[config.mk]
export PLATFORM = sky130hd
export DESIGN_NAME = bmp_stream_decoder
export DESIGN_NICKNAME = d
export VERILOG_FILES = /design/src/design/bsd_pkg.sv /design/src/design/bsd_front.sv /design/src/design/bsd_queue.sv /design/src/design/bsd_back.sv /design/src/design/bmp_stream_decoder.sv
export SDC_FILE = /design/constraint.sdc
export NUM_CORES = 1
export LEC_CHECK = 0
export BUFFER_PORTS_ARGS = -buffer_cell sky130_fd_sc_hd__buf_2
export CORE_MARGIN = 1
export CORE_UTILIZATION = 30
export DETAILED_ROUTE_END_ITERATION = 10
export PLACE_DENSITY = 0.44
export SYNTH_ARGS = -nofsm -noshare
export SYNTH_HDL_FRONTEND = slang
export SYNTH_SLANG_ARGS = --single-unit
[constraint.sdc]
create_clock -name clk -period 8.2 [get_ports clk]
set_clock_uncertainty 0.15 [all_clocks]
set_input_delay 1.23 -clock clk [delete_from_list [all_inputs] [get_ports clk]]
set_output_delay 1.23 -clock clk [all_outputs]
set_load 0.005 [all_outputs]
[src/design/bsd_pkg.sv]
// ----------------------------------------------------------------------------
// bsd_pkg
// Shared types and constants for the BMP stream decoder: parse phases,
// result kinds, error codes and the result records passed front to back.
// ----------------------------------------------------------------------------
package bsd_pkg;

	// Largest accepted image, in pixels
	localparam int MAX_WIDTH  = 4096;
	localparam int MAX_HEIGHT = 4096;

	// Counter widths that follow from the size limits
	localparam int WIDTH_W  = $clog2(MAX_WIDTH + 1);
	localparam int HEIGHT_W = $clog2(MAX_HEIGHT + 1);

	// Output field widths
	localparam int PIX_W = 12;

	// File format constants
	localparam logic [15:0] BMP_SIGNATURE = 16'h4D42;
	localparam logic [31:0] INFO_HDR_MIN  = 32'd40;
	localparam logic [32:0] FILE_HDR_LEN  = 33'd14;
	localparam logic [15:0] DEPTH_24      = 16'd24;
	localparam logic [15:0] DEPTH_32      = 16'd32;

	// Request queue between parser and output stage
	localparam int QDEPTH  = 4;
	localparam int QPTR_W  = $clog2(QDEPTH);
	localparam int QCNT_W  = $clog2(QDEPTH + 1);

	typedef enum logic [2:0] {
		PH_HEADER = 3'd0,
		PH_SKIP   = 3'd1,
		PH_PIXEL  = 3'd2,
		PH_PAD    = 3'd3,
		PH_DRAIN  = 3'd4
	} phase_t;

	typedef enum logic [1:0] {
		KIND_PIXEL = 2'd0,
		KIND_DONE  = 2'd1,
		KIND_ERROR = 2'd2
	} kind_t;

	typedef enum logic [3:0] {
		ERR_NONE       = 4'd0,
		ERR_SIGNATURE  = 4'd1,
		ERR_HDR_SMALL  = 4'd2,
		ERR_HDR_TRUNC  = 4'd3,
		ERR_COMPRESSED = 4'd4,
		ERR_DEPTH      = 4'd5,
		ERR_PLANES     = 4'd6,
		ERR_DIMS       = 4'd7,
		ERR_TOO_LARGE  = 4'd8,
		ERR_OFFSET     = 4'd9,
		ERR_PIX_TRUNC  = 4'd10
	} err_t;

	// One result item
	typedef struct packed {
		kind_t              kind;
		err_t               err;
		logic [PIX_W-1:0]   x;
		logic [PIX_W-1:0]   y;
		logic [7:0]         blue;
		logic [7:0]         green;
		logic [7:0]         red;
		logic [7:0]         alpha;
		logic               wide;
	} res_t;

	// All results caused by one input byte (one or two)
	typedef struct packed {
		logic two;
		res_t r0;
		res_t r1;
	} pair_t;

endpackage

[src/design/bsd_front.sv]
// ----------------------------------------------------------------------------
// bsd_front
// Byte parser: captures the headers, validates them, skips to the pixel
// data and groups bytes into pixels. Emits one request per byte that
// causes results, holding one or two result records.
// ----------------------------------------------------------------------------
module bsd_front (
	input  logic            clk,
	input  logic            arst_n,
	input  logic            in_valid,
	output logic            in_ready,
	input  logic [7:0]      data_byte,
	input  logic            stream_end,
	input  logic            room,
	output logic            push,
	output bsd_pkg::pair_t  req
);

	// Parser state
	bsd_pkg::phase_t                phase_q, phase_d;
	logic [31:0]                    pos_q, pos_d;
	logic [15:0]                    sig_q, sig_d;
	logic [31:0]                    offset_q, offset_d;
	logic [31:0]                    hlen_q, hlen_d;
	logic [31:0]                    rwidth_q, rwidth_d;
	logic [31:0]                    rheight_q, rheight_d;
	logic [15:0]                    planes_q, planes_d;
	logic [15:0]                    depth_q, depth_d;
	logic [31:0]                    comp_q, comp_d;
	logic                           top_down_q, top_down_d;
	logic                           wide_q, wide_d;
	logic [bsd_pkg::WIDTH_W-1:0]    width_q, width_d;
	logic [bsd_pkg::HEIGHT_W-1:0]   height_q, height_d;
	logic [bsd_pkg::WIDTH_W-1:0]    col_q, col_d;
	logic [bsd_pkg::HEIGHT_W-1:0]   row_q, row_d;
	logic [1:0]                     bip_q, bip_d;
	logic [23:0]                    hold_q, hold_d;
	logic [1:0]                     pad_q, pad_d;

	// Step helpers
	logic                           accept;
	logic [31:0]                    h_abs;
	logic [32:0]                    hdr_end;
	logic [32:0]                    pos_p1;
	logic [31:0]                    hl_at17;
	bsd_pkg::err_t                  chk_err;
	bsd_pkg::err_t                  err;
	logic                           pix;
	logic                           done;
	logic [bsd_pkg::WIDTH_W-1:0]    col_inc;
	logic [bsd_pkg::HEIGHT_W-1:0]   row_inc;
	logic [bsd_pkg::HEIGHT_W-1:0]   y_up;
	logic [1:0]                     wlow;
	bsd_pkg::res_t                  pix_res;
	bsd_pkg::res_t                  done_res;
	bsd_pkg::res_t                  err_res;

	assign in_ready = room;
	assign accept   = in_valid && room;

	// Image height as a magnitude; negative height means top-down rows
	assign h_abs   = rheight_q[31] ? (32'd0 - rheight_q) : rheight_q;
	assign hdr_end = {1'b0, hlen_q} + bsd_pkg::FILE_HDR_LEN;
	assign pos_p1  = {1'b0, pos_q} + 33'd1;
	assign hl_at17 = {data_byte, hlen_q[23:0]};
	assign col_inc = col_q + 1'b1;
	assign row_inc = row_q + 1'b1;
	assign y_up    = height_q - 1'b1 - row_q;
	assign wlow    = 2'(width_q);

	// Header checks in priority order
	always_comb begin
		if (comp_q != 32'd0) begin
			chk_err = bsd_pkg::ERR_COMPRESSED;
		end else if (depth_q != bsd_pkg::DEPTH_24 && depth_q != bsd_pkg::DEPTH_32) begin
			chk_err = bsd_pkg::ERR_DEPTH;
		end else if (planes_q != 16'd1) begin
			chk_err = bsd_pkg::ERR_PLANES;
		end else if (rwidth_q[31] || rwidth_q == 32'd0 || h_abs[31] || h_abs == 32'd0) begin
			chk_err = bsd_pkg::ERR_DIMS;
		end else if (rwidth_q > 32'(bsd_pkg::MAX_WIDTH)
				|| h_abs > 32'(bsd_pkg::MAX_HEIGHT)) begin
			chk_err = bsd_pkg::ERR_TOO_LARGE;
		end else if ({1'b0, offset_q} < hdr_end) begin
			chk_err = bsd_pkg::ERR_OFFSET;
		end else begin
			chk_err = bsd_pkg::ERR_NONE;
		end
	end

	// Result records for this byte
	always_comb begin
		pix_res       = '0;
		pix_res.kind  = bsd_pkg::KIND_PIXEL;
		pix_res.err   = bsd_pkg::ERR_NONE;
		pix_res.x     = bsd_pkg::PIX_W'(col_q);
		pix_res.y     = top_down_q ? bsd_pkg::PIX_W'(row_q) : bsd_pkg::PIX_W'(y_up);
		pix_res.blue  = hold_q[7:0];
		pix_res.green = hold_q[15:8];
		pix_res.red   = wide_q ? hold_q[23:16] : data_byte;
		pix_res.alpha = wide_q ? data_byte : 8'd0;
		pix_res.wide  = wide_q;
		done_res      = '0;
		done_res.kind = bsd_pkg::KIND_DONE;
		done_res.err  = bsd_pkg::ERR_NONE;
		err_res       = '0;
		err_res.kind  = bsd_pkg::KIND_ERROR;
		err_res.err   = err;
	end

	// Parse one byte: next state and results
	always_comb begin
		phase_d    = phase_q;
		pos_d      = (pos_q != 32'hFFFF_FFFF) ? pos_q + 32'd1 : pos_q;
		sig_d      = sig_q;
		offset_d   = offset_q;
		hlen_d     = hlen_q;
		rwidth_d   = rwidth_q;
		rheight_d  = rheight_q;
		planes_d   = planes_q;
		depth_d    = depth_q;
		comp_d     = comp_q;
		top_down_d = top_down_q;
		wide_d     = wide_q;
		width_d    = width_q;
		height_d   = height_q;
		col_d      = col_q;
		row_d      = row_q;
		bip_d      = bip_q;
		hold_d     = hold_q;
		pad_d      = pad_q;
		err        = bsd_pkg::ERR_NONE;
		pix        = 1'b0;
		done       = 1'b0;

		case (phase_q)
			bsd_pkg::PH_HEADER: begin
				// Capture little-endian header fields by byte position
				if (pos_q < 32'd34) begin
					case (pos_q[5:0])
						6'd0:  sig_d[7:0]       = data_byte;
						6'd1:  sig_d[15:8]      = data_byte;
						6'd10: offset_d[7:0]    = data_byte;
						6'd11: offset_d[15:8]   = data_byte;
						6'd12: offset_d[23:16]  = data_byte;
						6'd13: offset_d[31:24]  = data_byte;
						6'd14: hlen_d[7:0]      = data_byte;
						6'd15: hlen_d[15:8]     = data_byte;
						6'd16: hlen_d[23:16]    = data_byte;
						6'd17: hlen_d[31:24]    = data_byte;
						6'd18: rwidth_d[7:0]    = data_byte;
						6'd19: rwidth_d[15:8]   = data_byte;
						6'd20: rwidth_d[23:16]  = data_byte;
						6'd21: rwidth_d[31:24]  = data_byte;
						6'd22: rheight_d[7:0]   = data_byte;
						6'd23: rheight_d[15:8]  = data_byte;
						6'd24: rheight_d[23:16] = data_byte;
						6'd25: rheight_d[31:24] = data_byte;
						6'd26: planes_d[7:0]    = data_byte;
						6'd27: planes_d[15:8]   = data_byte;
						6'd28: depth_d[7:0]     = data_byte;
						6'd29: depth_d[15:8]    = data_byte;
						6'd30: comp_d[7:0]      = data_byte;
						6'd31: comp_d[15:8]     = data_byte;
						6'd32: comp_d[23:16]    = data_byte;
						6'd33: comp_d[31:24]    = data_byte;
						default: ;
					endcase
				end
				if (pos_q == 32'd13 && sig_q != bsd_pkg::BMP_SIGNATURE) begin
					err = bsd_pkg::ERR_SIGNATURE;
				end else if (pos_q == 32'd17 && hl_at17 < bsd_pkg::INFO_HDR_MIN) begin
					err = bsd_pkg::ERR_HDR_SMALL;
				end else if (pos_q > 32'd17 && pos_p1 == hdr_end) begin
					err = chk_err;
					if (chk_err == bsd_pkg::ERR_NONE) begin
						top_down_d = rheight_q[31];
						wide_d     = (depth_q == bsd_pkg::DEPTH_32);
						width_d    = rwidth_q[bsd_pkg::WIDTH_W-1:0];
						height_d   = h_abs[bsd_pkg::HEIGHT_W-1:0];
						phase_d    = (offset_q == pos_q + 32'd1) ? bsd_pkg::PH_PIXEL
							: bsd_pkg::PH_SKIP;
						if (stream_end) begin
							err = bsd_pkg::ERR_PIX_TRUNC;
						end
					end
				end else if (stream_end) begin
					err = bsd_pkg::ERR_HDR_TRUNC;
				end
			end
			bsd_pkg::PH_SKIP: begin
				// Drop bytes up to the pixel offset
				if (pos_q + 32'd1 == offset_q) begin
					phase_d = bsd_pkg::PH_PIXEL;
				end
				if (stream_end) begin
					err = bsd_pkg::ERR_PIX_TRUNC;
				end
			end
			bsd_pkg::PH_PIXEL: begin
				// Collect pixel bytes; emit on the last one
				if (bip_q < (wide_q ? 2'd3 : 2'd2)) begin
					case (bip_q)
						2'd0:    hold_d[7:0]   = data_byte;
						2'd1:    hold_d[15:8]  = data_byte;
						default: hold_d[23:16] = data_byte;
					endcase
					bip_d = bip_q + 2'd1;
				end else begin
					pix    = 1'b1;
					bip_d  = 2'd0;
					hold_d = 24'd0;
					col_d  = col_inc;
					if (col_inc >= width_q) begin
						if (!wide_q && wlow != 2'd0) begin
							pad_d   = wlow;
							phase_d = bsd_pkg::PH_PAD;
						end else begin
							row_d   = row_inc;
							col_d   = '0;
							phase_d = bsd_pkg::PH_PIXEL;
							if (row_inc >= height_q) begin
								phase_d = bsd_pkg::PH_DRAIN;
								done    = 1'b1;
							end
						end
					end
				end
				if (!done && stream_end) begin
					err = bsd_pkg::ERR_PIX_TRUNC;
				end
			end
			bsd_pkg::PH_PAD: begin
				// Drop row padding, then advance the row
				pad_d = pad_q - 2'd1;
				if (pad_q == 2'd1) begin
					row_d   = row_inc;
					col_d   = '0;
					phase_d = bsd_pkg::PH_PIXEL;
					if (row_inc >= height_q) begin
						phase_d = bsd_pkg::PH_DRAIN;
						done    = 1'b1;
					end
				end
				if (!done && stream_end) begin
					err = bsd_pkg::ERR_PIX_TRUNC;
				end
			end
			default: ;
		endcase

		if (err != bsd_pkg::ERR_NONE) begin
			phase_d = bsd_pkg::PH_DRAIN;
		end

		// Rearm after the final byte of the file
		if (stream_end) begin
			phase_d    = bsd_pkg::PH_HEADER;
			pos_d      = '0;
			sig_d      = '0;
			offset_d   = '0;
			hlen_d     = '0;
			rwidth_d   = '0;
			rheight_d  = '0;
			planes_d   = '0;
			depth_d    = '0;
			comp_d     = '0;
			top_down_d = 1'b0;
			wide_d     = 1'b0;
			width_d    = '0;
			height_d   = '0;
			col_d      = '0;
			row_d      = '0;
			bip_d      = '0;
			hold_d     = '0;
			pad_d      = '0;
		end
	end

	// Pack the request: pixel first, then completion or error
	always_comb begin
		req.two = pix && (done || err != bsd_pkg::ERR_NONE);
		req.r0  = pix ? pix_res : (done ? done_res : err_res);
		req.r1  = done ? done_res : err_res;
	end

	assign push = accept && (pix || done || err != bsd_pkg::ERR_NONE);

	// State register
	always_ff @(posedge clk or negedge arst_n) begin
		if (!arst_n) begin
			phase_q    <= bsd_pkg::PH_HEADER;
			pos_q      <= '0;
			sig_q      <= '0;
			offset_q   <= '0;
			hlen_q     <= '0;
			rwidth_q   <= '0;
			rheight_q  <= '0;
			planes_q   <= '0;
			depth_q    <= '0;
			comp_q     <= '0;
			top_down_q <= 1'b0;
			wide_q     <= 1'b0;
			width_q    <= '0;
			height_q   <= '0;
			col_q      <= '0;
			row_q      <= '0;
			bip_q      <= '0;
			hold_q     <= '0;
			pad_q      <= '0;
		end else if (accept) begin
			phase_q    <= phase_d;
			pos_q      <= pos_d;
			sig_q      <= sig_d;
			offset_q   <= offset_d;
			hlen_q     <= hlen_d;
			rwidth_q   <= rwidth_d;
			rheight_q  <= rheight_d;
			planes_q   <= planes_d;
			depth_q    <= depth_d;
			comp_q     <= comp_d;
			top_down_q <= top_down_d;
			wide_q     <= wide_d;
			width_q    <= width_d;
			height_q   <= height_d;
			col_q      <= col_d;
			row_q      <= row_d;
			bip_q      <= bip_d;
			hold_q     <= hold_d;
			pad_q      <= pad_d;
		end
	end

endmodule

[src/design/bsd_queue.sv]
// ----------------------------------------------------------------------------
// bsd_queue
// Short FIFO of result requests between the parser and the output stage.
// ----------------------------------------------------------------------------
module bsd_queue (
	input  logic            clk,
	input  logic            arst_n,
	input  logic            push,
	input  bsd_pkg::pair_t  push_req,
	output logic            room,
	input  logic            pop,
	output logic            head_valid,
	output bsd_pkg::pair_t  head_req
);

	bsd_pkg::pair_t              mem_q [bsd_pkg::QDEPTH];
	logic [bsd_pkg::QPTR_W-1:0]  wr_ptr_q;
	logic [bsd_pkg::QPTR_W-1:0]  rd_ptr_q;
	logic [bsd_pkg::QCNT_W-1:0]  count_q;
	logic                        do_pop;

	assign room       = count_q != bsd_pkg::QCNT_W'(bsd_pkg::QDEPTH);
	assign head_valid = count_q != '0;
	assign head_req   = mem_q[rd_ptr_q];
	assign do_pop     = pop && head_valid;

	// Store request payload
	always_ff @(posedge clk) begin
		if (push) begin
			mem_q[wr_ptr_q] <= push_req;
		end
	end

	// Advance pointers and occupancy
	always_ff @(posedge clk or negedge arst_n) begin
		if (!arst_n) begin
			wr_ptr_q <= '0;
			rd_ptr_q <= '0;
			count_q  <= '0;
		end else begin
			if (push) begin
				wr_ptr_q <= (wr_ptr_q == bsd_pkg::QPTR_W'(bsd_pkg::QDEPTH - 1)) ? '0
					: wr_ptr_q + 1'b1;
			end
			if (do_pop) begin
				rd_ptr_q <= (rd_ptr_q == bsd_pkg::QPTR_W'(bsd_pkg::QDEPTH - 1)) ? '0
					: rd_ptr_q + 1'b1;
			end
			if (push && !do_pop) begin
				count_q <= count_q + 1'b1;
			end else if (!push && do_pop) begin
				count_q <= count_q - 1'b1;
			end
		end
	end

endmodule

[src/design/bsd_back.sv]
// ----------------------------------------------------------------------------
// bsd_back
// Output stage: unpacks each request into one or two result items and
// holds them in an output register until the sink takes them.
// ----------------------------------------------------------------------------
module bsd_back (
	input  logic            clk,
	input  logic            arst_n,
	input  logic            head_valid,
	input  bsd_pkg::pair_t  head_req,
	output logic            pop,
	output logic            out_valid,
	input  logic            out_ready,
	output bsd_pkg::res_t   out_res,
	output logic            out_last
);

	logic           valid_q;
	logic           sel_q;
	logic           last_q;
	bsd_pkg::res_t  res_q;
	logic           load;
	logic           is_last;

	assign load      = head_valid && (!valid_q || out_ready);
	assign is_last   = sel_q || !head_req.two;
	assign pop       = load && is_last;
	assign out_valid = valid_q;
	assign out_res   = res_q;
	assign out_last  = last_q;

	// Load the next result from the queue head
	always_ff @(posedge clk) begin
		if (load) begin
			res_q  <= sel_q ? head_req.r1 : head_req.r0;
			last_q <= is_last;
		end
	end

	// Track output occupancy and which half of the request is next
	always_ff @(posedge clk or negedge arst_n) begin
		if (!arst_n) begin
			valid_q <= 1'b0;
			sel_q   <= 1'b0;
		end else begin
			if (load) begin
				valid_q <= 1'b1;
				sel_q   <= !is_last;
			end else if (out_ready) begin
				valid_q <= 1'b0;
			end
		end
	end

endmodule

[src/design/bmp_stream_decoder.sv]
// ----------------------------------------------------------------------------
// bmp_stream_decoder
// Streaming decoder for uncompressed 24- and 32-bit BMP files.
// ----------------------------------------------------------------------------
// Feed the file one byte per request on the slave stream, with tlast on the
// final byte; the decoder rearms after it. The parser takes one byte every
// cycle while its four-entry request queue has room. A byte yields at most
// two results (a pixel plus image complete, or a pixel plus error); the
// output register sends one result per cycle while the sink is ready, and
// a stalled sink backs up into the byte stream only once the queue fills.
// After reset the block is ready at once. Results carry tlast on the final
// result caused by a byte; complete and error results have zero pixel
// fields.
module bmp_stream_decoder (
	input  logic        clk,
	input  logic        arst_n,
	input  logic        s_axis_tvalid,
	output logic        s_axis_tready,
	input  logic [7:0]  s_axis_tdata,   // data_byte
	input  logic        s_axis_tlast,   // stream_end
	output logic        m_axis_tvalid,
	input  logic        m_axis_tready,
	// error_code[3:0], pixel_x[15:4], pixel_y[27:16], blue[35:28],
	// green[43:36], red[51:44], alpha[59:52], zero fill[63:60]
	output logic [63:0] m_axis_tdata,
	output logic [2:0]  m_axis_tuser,   // kind[1:0], wide_pixels[2]
	output logic        m_axis_tlast    // last_of_run
);

	logic            room;
	logic            push;
	bsd_pkg::pair_t  push_req;
	logic            head_valid;
	bsd_pkg::pair_t  head_req;
	logic            pop;
	bsd_pkg::res_t   out_res;

	bsd_front u_front (
		.clk        (clk),
		.arst_n     (arst_n),
		.in_valid   (s_axis_tvalid),
		.in_ready   (s_axis_tready),
		.data_byte  (s_axis_tdata),
		.stream_end (s_axis_tlast),
		.room       (room),
		.push       (push),
		.req        (push_req)
	);

	bsd_queue u_queue (
		.clk        (clk),
		.arst_n     (arst_n),
		.push       (push),
		.push_req   (push_req),
		.room       (room),
		.pop        (pop),
		.head_valid (head_valid),
		.head_req   (head_req)
	);

	bsd_back u_back (
		.clk        (clk),
		.arst_n     (arst_n),
		.head_valid (head_valid),
		.head_req   (head_req),
		.pop        (pop),
		.out_valid  (m_axis_tvalid),
		.out_ready  (m_axis_tready),
		.out_res    (out_res),
		.out_last   (m_axis_tlast)
	);

	// Pack result fields onto the stream
	assign m_axis_tdata = {4'd0, out_res.alpha, out_res.red, out_res.green, out_res.blue,
		out_res.y, out_res.x, out_res.err};
	assign m_axis_tuser = {out_res.wide, out_res.kind};

endmodule
# Word level (Yosys, flattened, before mapping)
# Memories as Yosys holds them, arrays and structs flattened.
# Index checks and enable logic that the tools add are counted.
[totals]
output_inout_bits = 70
ramBits = 508
memories = 1
word_cells = 413
input_bits = 13
regBits = 398
[memory_table]
columns = ["name", "depth", "width", "rd", "rd_clocked_by_memory_dff", "write_ports", "line", "text"]
rows = [
  ["u_queue.mem_q", 4, 127, 1, 0, 1, "bsd_queue.sv:16", "bsd_pkg::pair_t mem_q [bsd_pkg::QDEPTH];"],
]
[classes]
reduce_logical = 115
n_eq_ne = 62
n_lt_le_gt_ge = 9
n_mux = 158
add_sub_neg = 14
[op_table]
columns = ["cell", "count"]
rows = [
  ["2-to-1 mux 32 bit", 18],
  ["2-to-1 mux 13 bit", 22],
  ["2-to-1 mux 8 bit", 31],
  ["2-to-1 mux 63 bit", 3],
  ["2-to-1 mux 16 bit", 9],
  ["AND reduction 4 bit", 27],
  ["equality test 6 x 5 -> 1 bit, second input constant", 16],
  ["2-to-1 mux 24 bit", 3],
  ["nonzero test 2 bit", 35],
  ["equality test 32 bit", 2],
  ["greater-than comparator 32 x 13 -> 1 bit, second input constant", 2],
  ["zero test 32 bit", 2],
  ["less-than comparator 32 x 6 -> 1 bit, second input constant", 2],
  ["2-to-1 mux 4 bit", 14],
  ["case mux 13 bit (2 select lines)", 2],
  ["2-to-1 mux 3 bit", 14],
  ["equality test 6 x 4 -> 1 bit, second input constant", 6],
  ["adder 32 x 1 -> 33 bit, second input constant", 1],
  ["adder 32 x 4 -> 33 bit, second input constant", 1],
  ["equality test 33 bit", 1],
  ["less-than comparator 32 x 33 -> 1 bit", 1],
  ["adder 32 x 1 -> 32 bit, second input constant", 1],
  ["equality test 32 x 4 -> 1 bit, second input constant", 1],
  ["equality test 32 x 5 -> 1 bit, second input constant", 1],
  ["52 further kinds", 143],
]

# Logic depth before layout (Yosys ltp)
# Gate-level depths: netlist of run 1.
[depth]
ltp_word = 22
ltp_mapped = 25
mapped_depth_nobuf = 24

# Modules after synthesis
# Synthesis of run 1 repeated with hierarchy kept, for this count alone.
[hier_totals]
cells_unflattened = 3058
area_unflattened_um2 = 42712.2
[modules_own_cells]
columns = ["mod", "seq_area_each_um2", "n_inst", "cells_each", "area_per_inst_um2"]
rows = [
  ["bsd_front", 8132.8, 1, 2208, 20945.1],
  ["bsd_queue", 15429.8, 1, 701, 18750.5],
  ["bsd_back", 1971.9, 1, 144, 2982.9],
  ["bmp_stream_decoder", 0.0, 1, 5, 33.8],
]

# Worst setup path before layout of run 1
# OpenSTA, ideal clock, no wires.
[synth_path]
kind = "flip-flop to flip-flop"
startpoint = "reg u_front.hlen_q[12]"
endpoint = "mem u_queue.mem_q[0][100] (netlist name), enable pin"
path_stages_with_launch = 18
synth_period_minus_slack_ns = 6.850
n_path_buf = 1
t_arrival_ns = 6.202
setup_time_ns = 0.499
path_slack_ns = 1.350
required_ns = 7.551
path_cell_list = "dfrtp_1 clkbuf_2 nand4_2 nor4_4 nand3_1 xor2_1 ha_1 a211oi_1 o21ai_0 a31oi_1 o211ai_1 a21o_1 and3_2 nand4_1 nand2b_1 o21a_1 o31ai_4 nor2_1"
[synth_between]
elab_chain_len = 19
word_cells_on_any_way = 24
cone_classes = "1 x add/sub; 2 x order compare; 1 x eq/ne; 14 x mux; 6 x reduce/logical"
[synth_lines]
columns = ["item", "line", "text"]
rows = [
  ["start, declared", "bsd_front.sv:24", "logic [31:0] hlen_q, hlen_d;"],
  ["start signal, assigned", "bsd_front.sv:316", "hlen_q <= hlen_d;"],
  ["adder 32 x 4 -> 33 bit", "bsd_front.sv:63", "assign hdr_end = {1'b0, hlen_q} + bsd_pkg::FILE_HDR_LEN;"],
  ["less-than comparator 32 x 33 -> 1 bit", "bsd_front.sv:84", "end else if ({1'b0, offset_q} < hdr_end) begin"],
  ["2-to-1 mux 4 bit", "bsd_front.sv:84", ""],
  ["2-to-1 mux 4 bit", "bsd_front.sv:81", "end else if (rwidth_q > 32'(bsd_pkg::MAX_WIDTH)"],
  ["2-to-1 mux 4 bit", "bsd_front.sv:79", "end else if (rwidth_q[31] || rwidth_q == 32'd0 || h_abs[31] || h_abs == 32'd0) begin"],
  ["2-to-1 mux 4 bit", "bsd_front.sv:77", "end else if (planes_q != 16'd1) begin"],
  ["2-to-1 mux 4 bit", "bsd_front.sv:75", "end else if (depth_q != bsd_pkg::DEPTH_24 && depth_q != bsd_pkg::DEPTH_32) begin"],
  ["2-to-1 mux 4 bit", "bsd_front.sv:73", "if (comp_q != 32'd0) begin"],
  ["[3 not listed]", "n/a", ""],
  ["2-to-1 mux 4 bit (*)", "bsd_front.sv:172", "end else if (pos_q == 32'd17 && hl_at17 < bsd_pkg::INFO_HDR_MIN) begin"],
  ["2-to-1 mux 4 bit (*)", "bsd_front.sv:170", "if (pos_q == 32'd13 && sig_q != bsd_pkg::BMP_SIGNATURE) begin"],
  ["case mux 4 bit (4 select lines) (*)", "bsd_front.sv:136", "case (phase_q)"],
  ["nonzero test 4 bit (*)", "bsd_front.sv:287", "assign push = accept && (pix || done || err != bsd_pkg::ERR_NONE);"],
  ["logical OR 1 bit (*)", "bsd_front.sv:287", ""],
  ["logical AND 1 bit (*)", "bsd_front.sv:287", ""],
  ["2-to-1 mux 1 bit (*)", "bsd_queue.sv:29", "if (push) begin"],
  ["2-to-1 mux 1 bit (implied by the code) (*)", "bsd_queue.sv:30", "mem_q[wr_ptr_q] <= push_req;"],
  ["end, declared", "bsd_queue.sv:16", ""],
]
# Every way passes the cells marked *; elsewhere a longest branch is shown, timed or not.

# Worst setup path after layout of run 1
[layout_path]
startpoint = "reg u_front.pos_q[0]"
endpoint = "reg u_queue.count_q[1] (netlist name)"
[layout_between]
elab_chain_len = 13
word_cells_on_any_way = 20
cone_classes = "1 x add/sub; 1 x order compare; 3 x eq/ne; 5 x mux; 10 x reduce/logical"
[layout_lines]
columns = ["item", "line", "text"]
rows = [
  ["start, declared", "bsd_front.sv:21", "logic [31:0] pos_q, pos_d;"],
  ["start signal, assigned", "bsd_front.sv:313", "pos_q <= pos_d;"],
  ["adder 32 x 1 -> 33 bit", "bsd_front.sv:64", "assign pos_p1 = {1'b0, pos_q} + 33'd1;"],
  ["equality test 33 bit", "bsd_front.sv:174", "end else if (pos_q > 32'd17 && pos_p1 == hdr_end) begin"],
  ["logical AND 1 bit", "bsd_front.sv:174", ""],
  ["2-to-1 mux 4 bit", "bsd_front.sv:174", ""],
  ["2-to-1 mux 4 bit", "bsd_front.sv:172", ""],
  ["2-to-1 mux 4 bit (*)", "bsd_front.sv:170", ""],
  ["case mux 4 bit (4 select lines) (*)", "bsd_front.sv:136", ""],
  ["nonzero test 4 bit (*)", "bsd_front.sv:287", ""],
  ["logical OR 1 bit (*)", "bsd_front.sv:287", ""],
  ["logical AND 1 bit (*)", "bsd_front.sv:287", ""],
  ["net push", "bmp_stream_decoder.sv:31", "logic push;"],
  ["zero test 1 bit", "bsd_queue.sv:51", "end else if (!push && do_pop) begin"],
  ["logical AND 1 bit", "bsd_queue.sv:51", ""],
  ["nonzero test 2 bit (no source line)", "n/a", ""],
  ["end signal, assigned", "bsd_queue.sv:50", "count_q <= count_q + 1'b1;"],
  ["end signal, assigned", "bsd_queue.sv:52", "count_q <= count_q - 1'b1;"],
  ["end, declared", "bsd_queue.sv:19", "logic [bsd_pkg::QCNT_W-1:0] count_q;"],
]
# The timed path passes the listed nets; every way through them passes the cells marked *.
# A chain may end at the register's enable or synchronous reset.

==> run summary, run 1 <==
* **run status** completed
* **All-Layer GR Usage** 16.8%
* **root cell of the clock tree** sky130_fd_sc_hd__clkbuf_16
* **critical path peak fanout** 18
* **max cap viols** 0
* **Clock Latency Late Sink** 0.67 ns
* **post-CTS setup buffer count** 0
* **cell with the largest stage delay on the worst path** sky130_fd_sc_hd__ha_1
* **Max transition margin** 19.0%
* **count of fill cells added during filler insertion** 10800
* **data required time of the critical path** 8.59 ns
* **final-report hold violation count** 0
* **fin. max-slew vios** 0
* **number of detailed-routing iterations run before antenna repair** 6
* **commonest non-fill, non-tap cell in the layout** sky130_fd_sc_hd__edfxtp_1
* **kind of path behind the tightest hold check** reg -> reg
* **post-layout util** 34.4%
* **unrepaired setup endpoints after global routing** false
* **initial cell density of the core** 30.3%
* **Die H** 334 um
* **Max rail drop VDD** 0.148 mV
* **post-route setup TNS** 0 ns
* **Post-synth EDFFs** 344
* **leakage power** 0.0143 uW
* **count of final setup violators** 0
* **Setup crit start kind** flop
* **Worst Setup End Kind** flop
* **layout-stage area growth over the synthesis result** 13.5%
* **Total Nets Final** 2942
* **CTS H-tree lvls** 3
* **cell breakdown of the critical path** ha_1 > nand4_1 > nor4_1 > a211oi_1 > nor4b_2 > nand4_1 > or4_1 > o21ai_1 > a21oi_1 > o31ai_4 > inv_1 > ha_1 > inv_1 > fa_1 > mux2_2
* **number of remaining DRC errors** 0
* **Synth Flop Type** sky130_fd_sc_hd__edfxtp_1
* **count of placed standard cells in the final layout, fillers left out** 4320
* **largest net degree at the start of global routing** 101
* **final critical path time including I/O delays and setup** 6.26 ns
* **routed via count divided by cell count** 5.10
* **number of distinct library cells after synthesis** 90
* **share of the yosys chip area belonging to registers** 56.6%
* **final estimated routing congestion in global placement** 0.859
* **number of warnings reported in the yosys synthesis log** 0
* **netlist area before placement** 33000 sq um
* **Worst-Margin Slew** 1.21 ns
* **Die X-Extent** 334 um
* **multi-input logic area** 13300 sq um
* **sequential standard cell area** 18700 sq um
* **stage delay of the slowest cell on the critical path** 0.73 ns
* **core box area** 109000 sq um
* **die area** 111000 sq um
* **final worst path period share** 76.4%
* **number of global-route vias before repair** 22700
* **CTS tree** done
* **hold-fix buffers at CTS** 0
* **average footprint of a synthesized cell** 11.8 sq um
* **wire length reported by the detailed router** 93.0 mm
* **# placed instances** 4174
* **Worst Path Arrival** 6.65 ns
* **number of antenna-violating nets in the routed design** 0
* **hpwl dp** 63.1 mm
* **num ports** 83
* **Async S/R FF share, synth** 49.3%
* **global-route wire length before repair** 143 mm
* **residual overflow from global routing** 0
* **buffers added on ports** 78
* **per-cell routed wire length** 21.5 um
* **Cell Pwr Density** 345 nW/um^2
* **Worst Hold Margin** 0.321 ns
* **overall via count from detail_route** 22000
* **maximum buffer depth of the clock tree** 3
* **number of antenna violations at the first check in global routing** 6
* **commonest cells after routing, fill and taps aside** sky130_fd_sc_hd__edfxtp_1, sky130_fd_sc_hd__dfrtp_1, sky130_fd_sc_hd__nand2_1, sky130_fd_sc_hd__o21ai_0, sky130_fd_sc_hd__nor2_1
* **worst setup path class** reg -> reg
* **min setup slack post-route** 1.94 ns
* **synthesis-stage register bit count** 678
* **Inserted Clock Buffers** 79
* **clock slew seen by the registers of the worst setup and hold paths** 0.06 ns
* **clk sinks** 678
* **row cnt** 121
* **maximum clock frequency** 160 MHz
* **# resized after CTS** 0
* **DRC violation total after the first TritonRoute iteration** 1794
* **worst slack at placement** 1.99 ns
* **cell count after synthesis** 2806
* **fraction of layout cells with a size suffix above 1** 15.3%
[final timing paths]
check	from	end	slack, ns	cells past startpoint
setup / recovery	u_front.pos_q[0]$_DFFE_PN0P_	u_queue.count_q[1]$_DFFE_PN0P_	1.94	15
hold / removal	u_front.hold_q[0]$_DFFE_PN0P_	u_front.hold_q[0]$_DFFE_PN0P_	0.32	2
setup reg to reg	u_front.pos_q[0]$_DFFE_PN0P_	u_queue.count_q[1]$_DFFE_PN0P_	1.94	15
hold reg to reg	u_front.hold_q[0]$_DFFE_PN0P_	u_front.hold_q[0]$_DFFE_PN0P_	0.32	2
max in group asynchronous	arst_n	u_front.row_q[1]$_DFFE_PN0P_	5.86	2
min in group asynchronous	arst_n	u_front.sig_q[6]$_DFFE_PN0P_	0.41	1
[through the flow]
stage          total power, uW  cell area, sq um
2_1_floorplan             8070             33000
3_3_place_gp              9390             34800
3_5_place_dp              9490             34800
4_1_cts                  13100             37500
5_1_grt                  13800             37500
6_report                 12900             37500
[critical path, delay by kind of cell, from the launching register on]
| family | cells | cell delay [ns] |
|---|---|---|
| simple gates | 5 | 2.43 |
| fa+ha+maj | 3 | 1.41 |
| compound gates | 4 | 1.15 |
| flops | 1 | 0.54 |
| mux | 1 | 0.27 |
| buf+inv | 2 | 0.18 |
[cell type report]
cell class	count	share of cell area [%]
inverter	85	0.852
antenna	1	0.00668
sequential	678	49.9
clock inverter	36	1.16
clock buffer	109	5.90
multi-input combinational	1889	35.6
tap	1414	4.72
timing repair buffer	108	1.81
[Yosys cell counts, types with 46 or more instances]
master / instances / area (sq um)
sky130_fd_sc_hd__a21oi_1: 64 / 320
sky130_fd_sc_hd__and3_1: 53 / 332
sky130_fd_sc_hd__clkbuf_1: 109 / 409
sky130_fd_sc_hd__dfrtp_1: 334 / 8360
sky130_fd_sc_hd__edfxtp_1: 344 / 10300
sky130_fd_sc_hd__ha_1: 86 / 1080
sky130_fd_sc_hd__inv_1: 85 / 319
sky130_fd_sc_hd__mux2_2: 88 / 991
sky130_fd_sc_hd__mux4_2: 70 / 1580
sky130_fd_sc_hd__nand2_1: 321 / 1200
sky130_fd_sc_hd__nand3_1: 64 / 320
sky130_fd_sc_hd__nand4_1: 47 / 294
sky130_fd_sc_hd__nor2_1: 164 / 616
sky130_fd_sc_hd__nor2b_1: 80 / 500
sky130_fd_sc_hd__nor3_1: 46 / 230
sky130_fd_sc_hd__nor4_1: 55 / 344
sky130_fd_sc_hd__o21ai_0: 258 / 1290
sky130_fd_sc_hd__xnor2_1: 91 / 797
sky130_fd_sc_hd__xor2_1: 62 / 543
[registers in the layout, indices dropped and copies added (netlist names), 3 cells and up]
signal,count
u_front.hold_q,24
u_front.height_q,13
u_front.sig_q,16
u_front.depth_q,16
u_front.rheight_q,32
u_queue.count_q,3
u_front.col_q,13
u_front.comp_q,32
u_front.rwidth_q,32
u_queue.mem_q,280
u_front.row_q,13
u_front.hlen_q,32
u_back.out_res,63
u_front.offset_q,32
u_front.phase_q,3
u_front.pos_q,32
u_front.planes_q,16
u_front.width_q,13
[cells by family (layout without fill, tap and decap cells)]
group | after synthesis | count (layout) | share of synthesized area, %
flip-flops | 678 | 678 | 56.6
adder cells (fa/ha/maj) | 88 | 88 | 3.38
AO/OA/AOI/OAI | 481 | 481 | 8.57
XOR/XNOR | 155 | 155 | 4.18
AND/OR/NAND/NOR | 956 | 956 | 14.7
multiplexers | 205 | 205 | 9.27
buffers and inverters | 242 | 338 | 3.20
other | 1 | 5 | 0.0114
[routing by layer]
layer | part of all wire [%] | wire length, um | vias to the layer above | global-route usage [%]
li1 | - | - | 10300 | -
met1 | 46 | 42600 | 11100 | 22.6
met2 | 48 | 44300 | 480 | 27.8
met3 | 4.1 | 3820 | 124 | 2.54
met4 | 2.5 | 2280 | 0 | 5.09
met5 | 0 | 0 | - | 0
[report_power, final]
part / internal [uW] / total (uW) / switching [uW] / leakage [uW]
Combinational: 1770 / 3990 / 2220 / 0.00543
Clock: 2070 / 3550 / 1490 / 0.00127
Sequential: 4540 / 5370 / 826 / 0.00757
Total: 8380 / 12900 / 4530 / 0.0143
(Power assumes the default switching activity.)
==> run 2: changes to the inputs <==
clock period = 6.56 ns   (was 8.2 ns; I/O delays follow)
==> run 2 against run 1 <==
Effect of this change:
- global-route usage grew 0.14 points
- wire length grew 1.6%
- combinational power grew 28%
- via count grew 1.0%
- utilization is essentially flat
- sequential power grew 25%
- critical endpoint unchanged
- largest cell class unchanged
==> run summary, run 2 (same netlist as run 1, synthesis figures left out) <==
* **Critical path origin** u_front.hlen_q[6]$_DFFE_PN0P_
* **number of antenna-violating nets in the routed design** 0, unchanged
* **number of global-route vias before repair** 22300, -1.8%
* **CTS tree** done
* **Max rail drop VDD** 0.175 mV, +19%
* **Die H** 334 um, unchanged
* **routed via count divided by cell count** 5.14, +0.79%
* **worst slack at placement** 1.09 ns, -0.898 ns
* **worst r2r src** u_front.hlen_q[6]$_DFFE_PN0P_
* **max cap viols** 0, unchanged
* **run status** completed
* **slack of the worst reg-to-reg path** 1.04 ns, -0.90 ns
* **max FFs per register** 280, unchanged
* **CTS H-tree lvls** 3, unchanged
* **Worst-Margin Slew** 1.30 ns, +0.0875 ns
* **hpwl dp** 64.9 mm, +2.8%
* **layout-stage area growth over the synthesis result** 13.6%, about the same
* **# resized after CTS** 0, unchanged
* **wire length reported by the detailed router** 94.5 mm, +1.6%
* **final worst path period share** 84.2%, +7.8 points
* **Total Nets Final** 2952, +0.34%
* **initial cell density of the core** 30.3%, unchanged
* **commonest cells after routing, fill and taps aside** sky130_fd_sc_hd__edfxtp_1, sky130_fd_sc_hd__dfrtp_1, sky130_fd_sc_hd__nand2_1, sky130_fd_sc_hd__o21ai_0, sky130_fd_sc_hd__nor2_1
* **fin. max-slew vios** 0, unchanged
* **Setup crit start kind** flop
* **clk sinks** 678, unchanged
* **leakage power** 0.0143 uW, +0.33%
* **worst setup path class** reg -> reg
* **largest register by flop count** u_queue.mem_q
* **Max transition margin** 13.1%, -5.9 points
* **number of antenna violations at the first check in global routing** 3, -3
* **clock slew seen by the registers of the worst setup and hold paths** 0.06 ns, about the same
* **post-CTS setup buffer count** 0, unchanged
* **final critical path time including I/O delays and setup** 5.52 ns, -0.742 ns
* **min setup slack post-route** 1.04 ns, -0.898 ns
* **Die X-Extent** 334 um, unchanged
* **per-cell routed wire length** 21.8 um, +1.3%
* **final-report hold violation count** 0, unchanged
* **# placed instances** 4184, +0.24%
* **count of final setup violators** 0, unchanged
* **overall via count from detail_route** 22200, +1.0%
* **global-route wire length before repair** 143 mm, +0.46%
* **final estimated routing congestion in global placement** 0.903, +5.1%
* **Worst Path Arrival** 5.89 ns, -0.76 ns
* **Inserted Clock Buffers** 78, -1.3%
* **Cell Pwr Density** 431 nW/um^2, +25%
* **data required time of the critical path** 6.93 ns, -1.66 ns
* **Clock Latency Late Sink** 0.65 ns, -0.02 ns
* **All-Layer GR Usage** 16.9%, +0.14 points
* **num ports** 83, unchanged
* **maximum buffer depth of the clock tree** 3, unchanged
* **worst reg2reg path endpoint** u_queue.count_q[1]$_DFFE_PN0P_
* **Reg2Reg Depth** 20, +5
* **number of remaining DRC errors** 0, unchanged
* **largest net degree at the start of global routing** 162, +60%
* **post-layout util** 34.4%, about the same
* **residual overflow from global routing** 0, unchanged
* **count of placed standard cells in the final layout, fillers left out** 4331, +0.25%
* **root cell of the clock tree** sky130_fd_sc_hd__clkbuf_16
* **number of detailed-routing iterations run before antenna repair** 7, +1
* **hold-fix buffers at CTS** 0, unchanged
* **die area** 111000 sq um, unchanged
* **critical path peak fanout** 10, -8
* **kind of path behind the tightest hold check** in -> async
* **row cnt** 121, unchanged
* **unrepaired setup endpoints after global routing** false
* **maximum clock frequency** 181 MHz, +13%
* **fraction of layout cells with a size suffix above 1** 15.3%, +0.016 points
* **DRC violation total after the first TritonRoute iteration** 1749, -2.5%
* **Worst Setup End Kind** flop
* **core box area** 109000 sq um, unchanged
* **commonest non-fill, non-tap cell in the layout** sky130_fd_sc_hd__edfxtp_1
* **buffers added on ports** 78, unchanged
* **Setup crit end** u_queue.count_q[1]$_DFFE_PN0P_
-- run 2: cell type report --
cell class | count | area (sq um)
clock buffer | 117 | 2230
sequential | 678 | 18700
fill | 10700 | 71500
antenna | 2 | 5.00
timing repair buffer | 119 | 777
multi-input combinational | 1889 | 13300
clock inverter | 27 | 355
inverter | 85 | 319
tap | 1414 | 1770
-- run 2: worst max-delay path: stages (launching register included) --
cell                       delay, ns
sky130_fd_sc_hd__dfrtp_1        0.47
sky130_fd_sc_hd__and3_1         0.33
sky130_fd_sc_hd__nand4_2        0.33
sky130_fd_sc_hd__nor3_1         0.55
sky130_fd_sc_hd__nor2_1         0.12
sky130_fd_sc_hd__ha_1           0.34
sky130_fd_sc_hd__nand2_1        0.06
sky130_fd_sc_hd__o21ai_0        0.34
sky130_fd_sc_hd__a21oi_1        0.14
sky130_fd_sc_hd__o211ai_1       0.18
sky130_fd_sc_hd__a21o_1         0.11
sky130_fd_sc_hd__and3_2         0.20
sky130_fd_sc_hd__nand4_1        0.21
sky130_fd_sc_hd__nand2b_1       0.23
sky130_fd_sc_hd__o21a_1         0.27
sky130_fd_sc_hd__o31ai_4        0.27
sky130_fd_sc_hd__inv_1          0.08
sky130_fd_sc_hd__ha_1           0.24
sky130_fd_sc_hd__inv_1          0.08
sky130_fd_sc_hd__fa_1           0.41
sky130_fd_sc_hd__mux2_2         0.27
-- run 2: metrics by stage --
stage / instance area (sq um) / total power (uW) / hold slack [ns] / setup TNS [ns]
after global routing: 37500 / 17200 / 0.167 / 0
after floorplan: 33000 / 10100 / 0.292 / -81.34
after detailed placement: 34900 / 11900 / 0.312 / 0
final: 37500 / 16200 / 0.147 / 0
after CTS: 37500 / 16400 / 0.152 / 0
after global placement: 34900 / 11800 / 0.304 / 0
-- run 2: power breakdown --
group	switching, uW	leakage [uW]	internal (uW)
combinational	2880	0.00550	2220
sequential	1030	0.00757	5680
clock	1790	0.00125	2570
total	5700	0.0143	10500
-- run 2: how the worst min path moves through the flow --
stage                                endpoint  slack (ns)  depth (start not counted)
4_1_cts        u_front.comp_q[31]$_DFFE_PN0P_        0.15                          1
6_report       u_front.comp_q[23]$_DFFE_PN0P_        0.15                          1
3_3_place_gp   u_front.hold_q[12]$_DFFE_PN0P_        0.30                          2
2_1_floorplan   u_front.hold_q[0]$_DFFE_PN0P_        0.29                          2
3_5_place_dp   u_front.hold_q[11]$_DFFE_PN0P_        0.31                          2
5_1_grt        u_front.comp_q[17]$_DFFE_PN0P_        0.17                          1
-- run 2: metal layers --
| metal | GRT usage (%) | share of wire [%] | vias to the layer above |
|---|---|---|---|
| met5 | 0 | 0.0085 | - |
| met4 | 4.67 | 2.1 | 2 |
| met3 | 2.44 | 4.8 | 135 |
| met2 | 27.8 | 47 | 552 |
| met1 | 23.2 | 46 | 11200 |
| li1 | - | - | 10300 |
